--- config.mk ---
export PLATFORM = sky130hd
export DESIGN_NAME = fastcgi_record_deframer
export DESIGN_NICKNAME = d
export VERILOG_FILES = /design/src/rtl/core/fcgi_pkg.sv /design/src/rtl/core/fcgi_rec_parse.sv /design/src/rtl/core/fastcgi_record_deframer.sv
export SDC_FILE = /design/constraint.sdc
export NUM_CORES = 1
export LEC_CHECK = 0
export BUFFER_PORTS_ARGS = -buffer_cell sky130_fd_sc_hd__buf_2
export CORE_MARGIN = 2
export CORE_UTILIZATION = 54
export DETAILED_ROUTE_END_ITERATION = 12
export PLACE_DENSITY = 0.85
export SYNTH_ARGS = -nofsm -noshare
export SYNTH_HDL_FRONTEND = slang
export SYNTH_SLANG_ARGS = --single-unit
--- constraint.sdc ---
create_clock -name clk -period 2.6 [get_ports clk]
set_input_delay 0.39 -clock clk [delete_from_list [all_inputs] [get_ports clk]]
set_output_delay 0.39 -clock clk [all_outputs]
set_load 0.05 [all_outputs]
--- src/rtl/core/fcgi_pkg.sv ---
package fcgi_pkg;

  // Record types that carry forwarded content
  localparam logic [7:0] REC_STDOUT = 8'd6;
  localparam logic [7:0] REC_STDERR = 8'd7;

  // Header byte indices
  localparam logic [2:0] HDR_TYPE_POS  = 3'd1;
  localparam logic [2:0] HDR_LENHI_POS = 3'd4;
  localparam logic [2:0] HDR_LENLO_POS = 3'd5;
  localparam logic [2:0] HDR_PAD_POS   = 3'd6;
  localparam logic [2:0] HDR_LAST_POS  = 3'd7;

  // Result kinds
  localparam logic KIND_PAYLOAD = 1'b0;
  localparam logic KIND_END     = 1'b1;

  // Width of the packed result tdata: payload, error flag, drop flag, zero fill
  localparam int OUT_TDATA_W = 16;

  typedef enum logic [3:0] {
    PH_HEADER  = 4'b0001,
    PH_CONTENT = 4'b0010,
    PH_PADDING = 4'b0100,
    PH_ENDED   = 4'b1000
  } phase_t;

  // One result beat produced by the parser
  typedef struct packed {
    logic       valid;
    logic       kind;
    logic [7:0] payload_byte;
    logic       from_error_stream;
    logic       drop_earlier;
    logic       record_last;
  } fcgi_res_t;

  // Parser status seen by the top level
  typedef struct packed {
    logic ended;
    logic error_mode;
  } fcgi_stat_t;

endpackage

--- src/rtl/core/fcgi_rec_parse.sv ---
module fcgi_rec_parse (
  input  logic                   clk,
  input  logic                   rst_n,
  input  logic                   beat_en,
  input  logic [7:0]             data_byte,
  output fcgi_pkg::fcgi_res_t    res,
  output fcgi_pkg::fcgi_stat_t   stat
);
  import fcgi_pkg::*;

  phase_t      phase_r, phase_nxt;
  logic [2:0]  hdr_pos_r, hdr_pos_nxt;
  logic [7:0]  rec_type_r, rec_type_nxt;
  logic [7:0]  len_hi_r, len_hi_nxt;
  logic [15:0] content_left_r, content_left_nxt;
  logic [7:0]  pad_left_r, pad_left_nxt;
  logic        err_mode_r, err_mode_nxt;
  logic        err_pend_r, err_pend_nxt;
  logic [15:0] content_dec;
  logic        content_done;

  assign content_dec  = content_left_r - 16'd1;
  assign content_done = (content_dec == 16'd0);

  // Next state and result for one byte
  always_comb begin
    phase_nxt        = phase_r;
    hdr_pos_nxt      = hdr_pos_r;
    rec_type_nxt     = rec_type_r;
    len_hi_nxt       = len_hi_r;
    content_left_nxt = content_left_r;
    pad_left_nxt     = pad_left_r;
    err_mode_nxt     = err_mode_r;
    err_pend_nxt     = err_pend_r;
    res              = '0;
    case (phase_r)
      PH_HEADER: begin
        hdr_pos_nxt = hdr_pos_r + 3'd1;
        case (hdr_pos_r)
          HDR_TYPE_POS:  rec_type_nxt = data_byte;
          HDR_LENHI_POS: len_hi_nxt = data_byte;
          HDR_LENLO_POS: content_left_nxt = {len_hi_r, data_byte};
          HDR_PAD_POS:   pad_left_nxt = data_byte;
          HDR_LAST_POS: begin
            if (content_left_r == 16'd0) begin
              // zero length record closes the stream
              phase_nxt             = PH_ENDED;
              res.valid             = 1'b1;
              res.kind              = KIND_END;
              res.from_error_stream = err_mode_r;
            end else begin
              if (rec_type_r == REC_STDERR && !err_mode_r) begin
                err_mode_nxt = 1'b1;
                err_pend_nxt = 1'b1;
              end
              phase_nxt = PH_CONTENT;
            end
          end
          default: ;
        endcase
      end
      PH_CONTENT: begin
        content_left_nxt = content_dec;
        if (rec_type_r == REC_STDERR) begin
          res.valid             = 1'b1;
          res.kind              = KIND_PAYLOAD;
          res.payload_byte      = data_byte;
          res.from_error_stream = 1'b1;
          res.drop_earlier      = err_pend_r;
          res.record_last       = content_done;
          err_pend_nxt          = 1'b0;
        end else if (rec_type_r == REC_STDOUT && !err_mode_r) begin
          res.valid        = 1'b1;
          res.kind         = KIND_PAYLOAD;
          res.payload_byte = data_byte;
          res.record_last  = content_done;
        end
        if (content_done) begin
          phase_nxt = (pad_left_r != 8'd0) ? PH_PADDING : PH_HEADER;
        end
      end
      PH_PADDING: begin
        pad_left_nxt = pad_left_r - 8'd1;
        if (pad_left_r == 8'd1) begin
          phase_nxt = PH_HEADER;
        end
      end
      default: ;
    endcase
    if (!beat_en) begin
      res.valid = 1'b0;
    end
  end

  // State registers advance on each accepted beat
  always_ff @(posedge clk) begin
    if (!rst_n) begin
      phase_r        <= PH_HEADER;
      hdr_pos_r      <= 3'd0;
      rec_type_r     <= 8'd0;
      len_hi_r       <= 8'd0;
      content_left_r <= 16'd0;
      pad_left_r     <= 8'd0;
      err_mode_r     <= 1'b0;
      err_pend_r     <= 1'b0;
    end else if (beat_en) begin
      phase_r        <= phase_nxt;
      hdr_pos_r      <= hdr_pos_nxt;
      rec_type_r     <= rec_type_nxt;
      len_hi_r       <= len_hi_nxt;
      content_left_r <= content_left_nxt;
      pad_left_r     <= pad_left_nxt;
      err_mode_r     <= err_mode_nxt;
      err_pend_r     <= err_pend_nxt;
    end
  end

  assign stat.ended      = (phase_r == PH_ENDED);
  assign stat.error_mode = err_mode_r;

endmodule

--- src/rtl/core/fastcgi_record_deframer.sv ---
// Channel  | Ports                         | Beat contents
// ---------+-------------------------------+-------------------------------------------
// in       | in_tvalid/in_tready/in_tdata  | one raw byte of the record stream
// out      | out_tvalid/out_tready/out_*   | payload byte or end marker, flags, tlast
//
// One byte is taken per cycle while in_tready is high; header, content and padding
// counters update in the same cycle and any result lands in a single output register.
// Zero or one result per byte; a result shows on the output in the cycle after its byte is taken.
// rst_n is synchronous, active low, and returns the parser to the header phase.
// The input stalls only while the output register is full and not being taken.
module fastcgi_record_deframer (
  input  logic                             clk,
  input  logic                             rst_n,
  input  logic                             in_tvalid,
  output logic                             in_tready,
  input  logic [7:0]                       in_tdata,   // [7:0] data_byte
  output logic                             out_tvalid,
  input  logic                             out_tready,
  output logic [fcgi_pkg::OUT_TDATA_W-1:0] out_tdata,  // [7:0] payload_byte,
                                                       // [8] from_error_stream,
                                                       // [9] drop_earlier, [15:10] zero
  output logic                             out_tuser,  // [0] result_kind
  output logic                             out_tlast   // record_last
);
  import fcgi_pkg::*;

  logic       in_beat;
  fcgi_res_t  res;
  fcgi_stat_t stat;

  logic       out_valid_r;
  logic       out_kind_r;
  logic [7:0] out_byte_r;
  logic       out_err_r;
  logic       out_drop_r;
  logic       out_last_r;

  // Accept whenever the output register is free or draining
  assign in_tready = !out_valid_r || out_tready;
  assign in_beat   = in_tvalid && in_tready;

  fcgi_rec_parse u_parse (
    .clk       (clk),
    .rst_n     (rst_n),
    .beat_en   (in_beat),
    .data_byte (in_tdata),
    .res       (res),
    .stat      (stat)
  );

  // Output register
  always_ff @(posedge clk) begin
    if (!rst_n) begin
      out_valid_r <= 1'b0;
    end else if (in_tready) begin
      out_valid_r <= res.valid;
    end
  end

  always_ff @(posedge clk) begin
    if (in_tready && res.valid) begin
      out_kind_r <= res.kind;
      out_byte_r <= res.payload_byte;
      out_err_r  <= res.from_error_stream;
      out_drop_r <= res.drop_earlier;
      out_last_r <= res.record_last;
    end
  end

  assign out_tvalid = out_valid_r;
  assign out_tdata  = {{(OUT_TDATA_W - 10){1'b0}}, out_drop_r, out_err_r, out_byte_r};
  assign out_tuser  = out_kind_r;
  assign out_tlast  = out_last_r;

  // An end marker in the output register means the parser has stopped
  a_end_means_ended: assert property (@(posedge clk) disable iff (!rst_n)
    (out_valid_r && out_kind_r == KIND_END) |-> stat.ended)
    else $error("end marker shown while parser still running");

  // Once ended, the parser stays ended until reset
  a_ended_sticky: assert property (@(posedge clk) disable iff (!rst_n)
    stat.ended |=> stat.ended)
    else $error("parser left ended phase without reset");

  // A drop flag only comes with error mode set
  a_drop_needs_err: assert property (@(posedge clk) disable iff (!rst_n)
    (out_valid_r && out_drop_r) |-> (stat.error_mode && out_err_r))
    else $error("drop flag without error mode");

endmodule
# After elaboration in Yosys (flattened, before gate mapping)
# Cells that the tools add are included.
# word_totals
ff_bits	62
latch_bits	0
ram_bits	0
mem_bits_ro	0
out_inout_bits	20
n_memories	0
# classes
addsub	3
n_mul	0
n_div	0
magnitude_cmp	0
eq_ne	19
shift	0
muxes	27
bitwise_logic	1
n_reduce_logical	22
# ops
op	n
logical NOT 16 bit	2
case mux 16 bit (2 select lines)	1
2-to-1 mux 10 bit	2
equality test 8 x 3 -> 1 bit, second input constant	2
2-to-1 mux 16 bit	1
2-to-1 mux 4 bit	4
case mux 8 bit (2 select lines)	1
subtractor 16 x 1 -> 16 bit, second input constant	1
equality test 3 bit, second input constant	4
case mux 4 bit (3 select lines)	1
AND reduction 3 bit	4
AND reduction 5 bit	2
2-to-1 mux 1 bit	9
equality test 8 x 1 -> 1 bit, second input constant	1
2-to-1 mux 8 bit	1
!= test 2 x 1 -> 1 bit, second input constant	4
!= test 2 bit, second input constant	4
nonzero test 8 bit	1
subtractor 8 x 1 -> 8 bit, second input constant	1
2-to-1 mux 2 bit	3
AND reduction 6 bit	1
equality test 4 x 1 -> 1 bit, second input constant	1
equality test 4 x 2 -> 1 bit, second input constant	1
equality test 4 x 3 -> 1 bit, second input constant	1
other kinds (12)	19

# Logic depth before layout (Yosys ltp)
# depth
word_depth	7
depth_mapped	10
mapped_depth_nobuf	8

# By module
# Synthesis repeated with hierarchy kept, for this count alone.
# unflattened
hier_cells	399
area_unflattened_um2	3487.1
# by_module_without_submodules
mod	n_inst	cells_per_inst	area_per_inst_um2	seq_area_each_um2
fcgi_rec_parse	1	372	2999.1	980.9
fastcgi_record_deframer	1	27	488.0	380.4

# Worst setup path before layout
# OpenSTA, ideal clock, no wires.
# synth_timing
path_kind	register -> register
start	register u_parse.content_left_r[4]
end	register out_byte_r[0], enable pin
arrival_ps	2365
t_required_ps	2220
setup_slack_ps	-146
path_stages_with_launch	7
n_path_buf	1
cell_sequence	dfxtp_1 > clkbuf_1 > or4_1 > or3_1 > nor4_2 > nor2_1 > nor2_1
# synth_between
elab_chain_cells	6
# synth_rtl
item	line	text
start, declared	fcgi_rec_parse.sv:15	logic [15:0] content_left_r, content_left_nxt;
start signal, assigned	fcgi_rec_parse.sv:111	content_left_r <= content_left_nxt;
logical NOT 16 bit	fcgi_rec_parse.sv:45	if (content_left_r == 16'd0) begin
2-to-1 mux 2 bit	fcgi_rec_parse.sv:45	
2-to-1 mux 2 bit	fcgi_rec_parse.sv:39	case (hdr_pos_r)
case mux 2 bit (2 select lines)	fcgi_rec_parse.sv:36	case (phase_r)
2-to-1 mux 1 bit	fcgi_rec_parse.sv:90	if (!beat_en) begin
logical AND 1 bit	fastcgi_record_deframer.sv:61	if (in_tready && res.valid) begin
end signal, assigned	fastcgi_record_deframer.sv:63	out_byte_r <= res.payload_byte;
end, declared	fastcgi_record_deframer.sv:33	logic [7:0] out_byte_r;
# Every way passes these cells.
# A chain may end at the register's enable or synchronous reset.

# Worst setup path after layout
# layout_timing
start	register u_parse.content_left_r[4]
end	register out_byte_r[4], enable pin
# The elaborated chain is that of the path after synthesis.

==> impl_metrics.yaml <==
worst_setup_path:
  critical_path.slowest_cell: "or4_1"
  timing_worst_setup_path_type: "reg2reg"
  reg2regPathDepth: 6
  worstSetupStartpointType: "flop"
  cp.arrival_ns: 2.52
  critical_path.max_fanout: 12
  crit_path_max_incr_delay_ns: 0.59
  worstSetupEndpointType: "flop"
  required_time_of_the_worst_setup_path_ns: 2.66
  crit_path_cell_trace: "or4_1 -> or3_1 -> nor4_2 -> nor2_1 -> nor2_2 -> buf_12"
run:
  max_cap_viol_count: 0
routing:
  avgViaCountPerCell: 6.02
  firstDrtPassIters: 5
  routed_wl_per_cell_um: 16.4
  via_count: 3104
  drt_iter0_drc: 254
  drtAntennaViolNets: 0
  post-route-drc-count: 0
  totalWireLength_um: 8460
sta:
  fmax_ghz: 0.407
  totalNegativeSetupSlack_ns: 0
  timing.final.setup_violations: 0
  final_report_hold_violation_count: 0
  clock-skew-final_ns: 0.00506
  worst_pin_slew_ns: 0.897
  final_min_period_ns: 2.46
  timing.final.max_slew_violations: 0
  final.period_utilization_pct: 94.5
  maxSlewHeadroom_pct: 39.8
  rsz0062_at_grt: "false"
clock_network:
  cts_max_level: 3
  cts_root_buf: "clkbuf_8"
  clock_latency_ns: 0.35
  max-clock-path-buffers: 2
  postCtsSetupRepairBufs: 0
  clock-sinks: 62
  cts.repair.resized: 0
  worst_setup_hold_path_clk_slew_ns: 0.07
  cts_made_buffers: 9
  cts_tree: "yes"
  ctsHoldBuffers: 0
synthesis:
  synth.top_cell.area_share_pct: 28.6
  mappedNetlistArea_um2: 3500
  netlist-cell-type-count: 58
  ys.flop_type: "dfxtp_1"
  synth_async_sr_flop_share_pct: 0
  ys_seq_elements: 62
  avgSynthCellArea_um2: 8.51
  synth_edf_count: 12
  synth.yosys.seq_area_share_pct: 38.9
  mapped_cells: 411
  synthDominantAreaCellType: "dfxtp_1"
  synth.top_cells.by_area: "dfxtp_1 (29%), edfxtp_1 (10%), o21ai_0 (5.0%)"
  synth-warning-count: 0
grt:
  grt.total_usage_pct: 23.7
  grt_pass1_wl_um: 13400
  antenna_found_initial: 0
  grt_pass1_vias: 2898
  total_grt_overflow: 0
  grt_max_degree: 34
power_and_ir_drop:
  report.power.total_mw: 2.02
  p_per_cell_area_nw_per_um2: 515
  vdd_ir_drop_max_v: 0.000337
  power.static_leakage_nw: 1.60
layout:
  layout_common_cells: "dfxtp_1 (50), nor2_1 (41), o21ai_0 (35), nand2_1 (28), buf_2 (25)"
  layout.nets: 456
  antenna_diode_count: 0
  layoutNonFillerInstCount: 516
  area_growth_pct: 12.0
  mostFrequentLayoutCell: "dfxtp_1"
  layout.core_utilization_pct: 62.0
  post_route_cells_drive_above_1_share_pct: 16.6
floorplan:
  chipWidth_um: 84.5
  fp.dieH_um: 84.5
  core_region_area_um2: 6310
  floorplan_row_count: 29
  area_of_the_die_um2: 7140
  floorplan.initialDensity_pct: 55.4
  boundaryPins: 32
place:
  placed_cells_incl_taps: 500
  dp_hpwl_um: 5840
  finalWeightedCongestion: 0.977
  port_buffer_count: 25
min_path:
  worstHoldPathCells: 3
  path_category_of_the_worst_min_delay_check: "in2reg"
outcome:
  result_of_the_run: "finished clean"
## cell families after synthesis
logic type | Yosys count | share of synthesized area (%)
flops | 62 | 38.9
xor+xnor | 2 | 0.501
fa+ha+maj | 10 | 3.58
compound gates | 103 | 18.9
other cells | 1 | 0.107
buf+inv | 45 | 5.94
mux | 16 | 4.58
simple gates | 172 | 27.5
## worst max-delay path, delay by kind of cell, from the launching register on
family                 cells  cell delay [ns]
buffers and inverters      1             0.15
flip-flops                 1             0.31
AND/OR/NAND/NOR            5             1.71
## routing by layer
metal / global-route usage (%) / wire length [µm] / share of wire [%] / up-vias
li1: - / - / - / 1501
met1: 28.8 / 3660 / 43 / 1459
met2: 37.9 / 3940 / 47 / 115
met3: 4.62 / 483 / 5.7 / 29
met4: 16.0 / 378 / 4.5 / 0
met5: 0 / 0 / 0 / -
## final cells by class
class / count / area [µm²]
Multi-Input combinational cell: 309 / 1960
Fill cell: 524 / 2400
Timing Repair Buffer: 41 / 258
Clock buffer: 10 / 128
Sequential cell: 62 / 1360
Tap cell: 77 / 96.3
Inverter: 11 / 41.3
Clock inverter: 6 / 76.3
## cell usage after synthesis, types with 2 or more instances
| master | number |
|---|---|
| or3_1 | 4 |
| a21boi_0 | 5 |
| and3_1 | 4 |
| a211oi_1 | 2 |
| and2_1 | 21 |
| a31oi_1 | 9 |
| o21ai_1 | 2 |
| nor4_1 | 4 |
| nand4_1 | 2 |
| nand2b_1 | 4 |
| clkbuf_1 | 24 |
| nor3_1 | 10 |
| o221a_2 | 4 |
| ha_1 | 10 |
| or4_1 | 3 |
| o21a_1 | 4 |
| buf_4 | 8 |
| nor2_1 | 42 |
| nand3_1 | 7 |
| xnor2_1 | 2 |
| mux2i_1 | 16 |
| o21ai_0 | 35 |
| a22oi_1 | 5 |
| edfxtp_1 | 12 |
| a21oi_1 | 21 |
| or4b_2 | 2 |
| o21bai_1 | 2 |
| nand2_1 | 28 |
| dfxtp_1 | 50 |
| o31ai_1 | 3 |
| nand3b_1 | 4 |
| nor2b_1 | 21 |
| nor4b_2 | 3 |
| inv_1 | 11 |
| a221oi_2 | 2 |
| nor3b_1 | 3 |
## flip-flops by register name, summed over array words and instances, names as in the netlist
name,cells
out_byte_r,8
out_drop_r,1
out_err_r,1
out_tlast,1
out_tuser,1
out_tvalid,1
u_parse.content_left_r,16
u_parse.err_mode_r,1
u_parse.err_pend_r,1
u_parse.hdr_pos_r,3
u_parse.len_hi_r,8
u_parse.pad_left_r,8
u_parse.phase_r,4
u_parse.rec_type_r,8
## where the power goes
part,switching (mW),internal [mW]
registers,0.00836,0.986
clock network,0.374,0.528
logic,0.0789,0.0415
## stage by stage
stage	hold WS (ns)	worst slack, ns	cell area, µm²
6_report	0.392	0.143	3920
3_3_place_gp	0.451	0.233	3710
4_1_cts	0.387	0.142	3920
5_1_grt	0.445	0.0226	3920
2_1_floorplan	0.437	0.0451	3520
3_5_place_dp	0.477	0.162	3710
## worst paths after layout
path                                                        startpoint                                end  slack (ns)
worst min-delay path                                       in_tdata[7]   u_parse.len_hi_r[7]$_SDFFE_PN0P_        0.39
worst max register to register  u_parse.content_left_r[4]$_SDFFE_PN0P_        out_byte_r[4]$_SDFFCE_PN0P_        0.14
worst max-delay path            u_parse.content_left_r[4]$_SDFFE_PN0P_        out_byte_r[4]$_SDFFCE_PN0P_        0.14
worst min register to register       u_parse.hdr_pos_r[1]$_SDFFE_PN0P_  u_parse.hdr_pos_r[1]$_SDFFE_PN0P_        0.51
(Power assumes the default switching activity.)
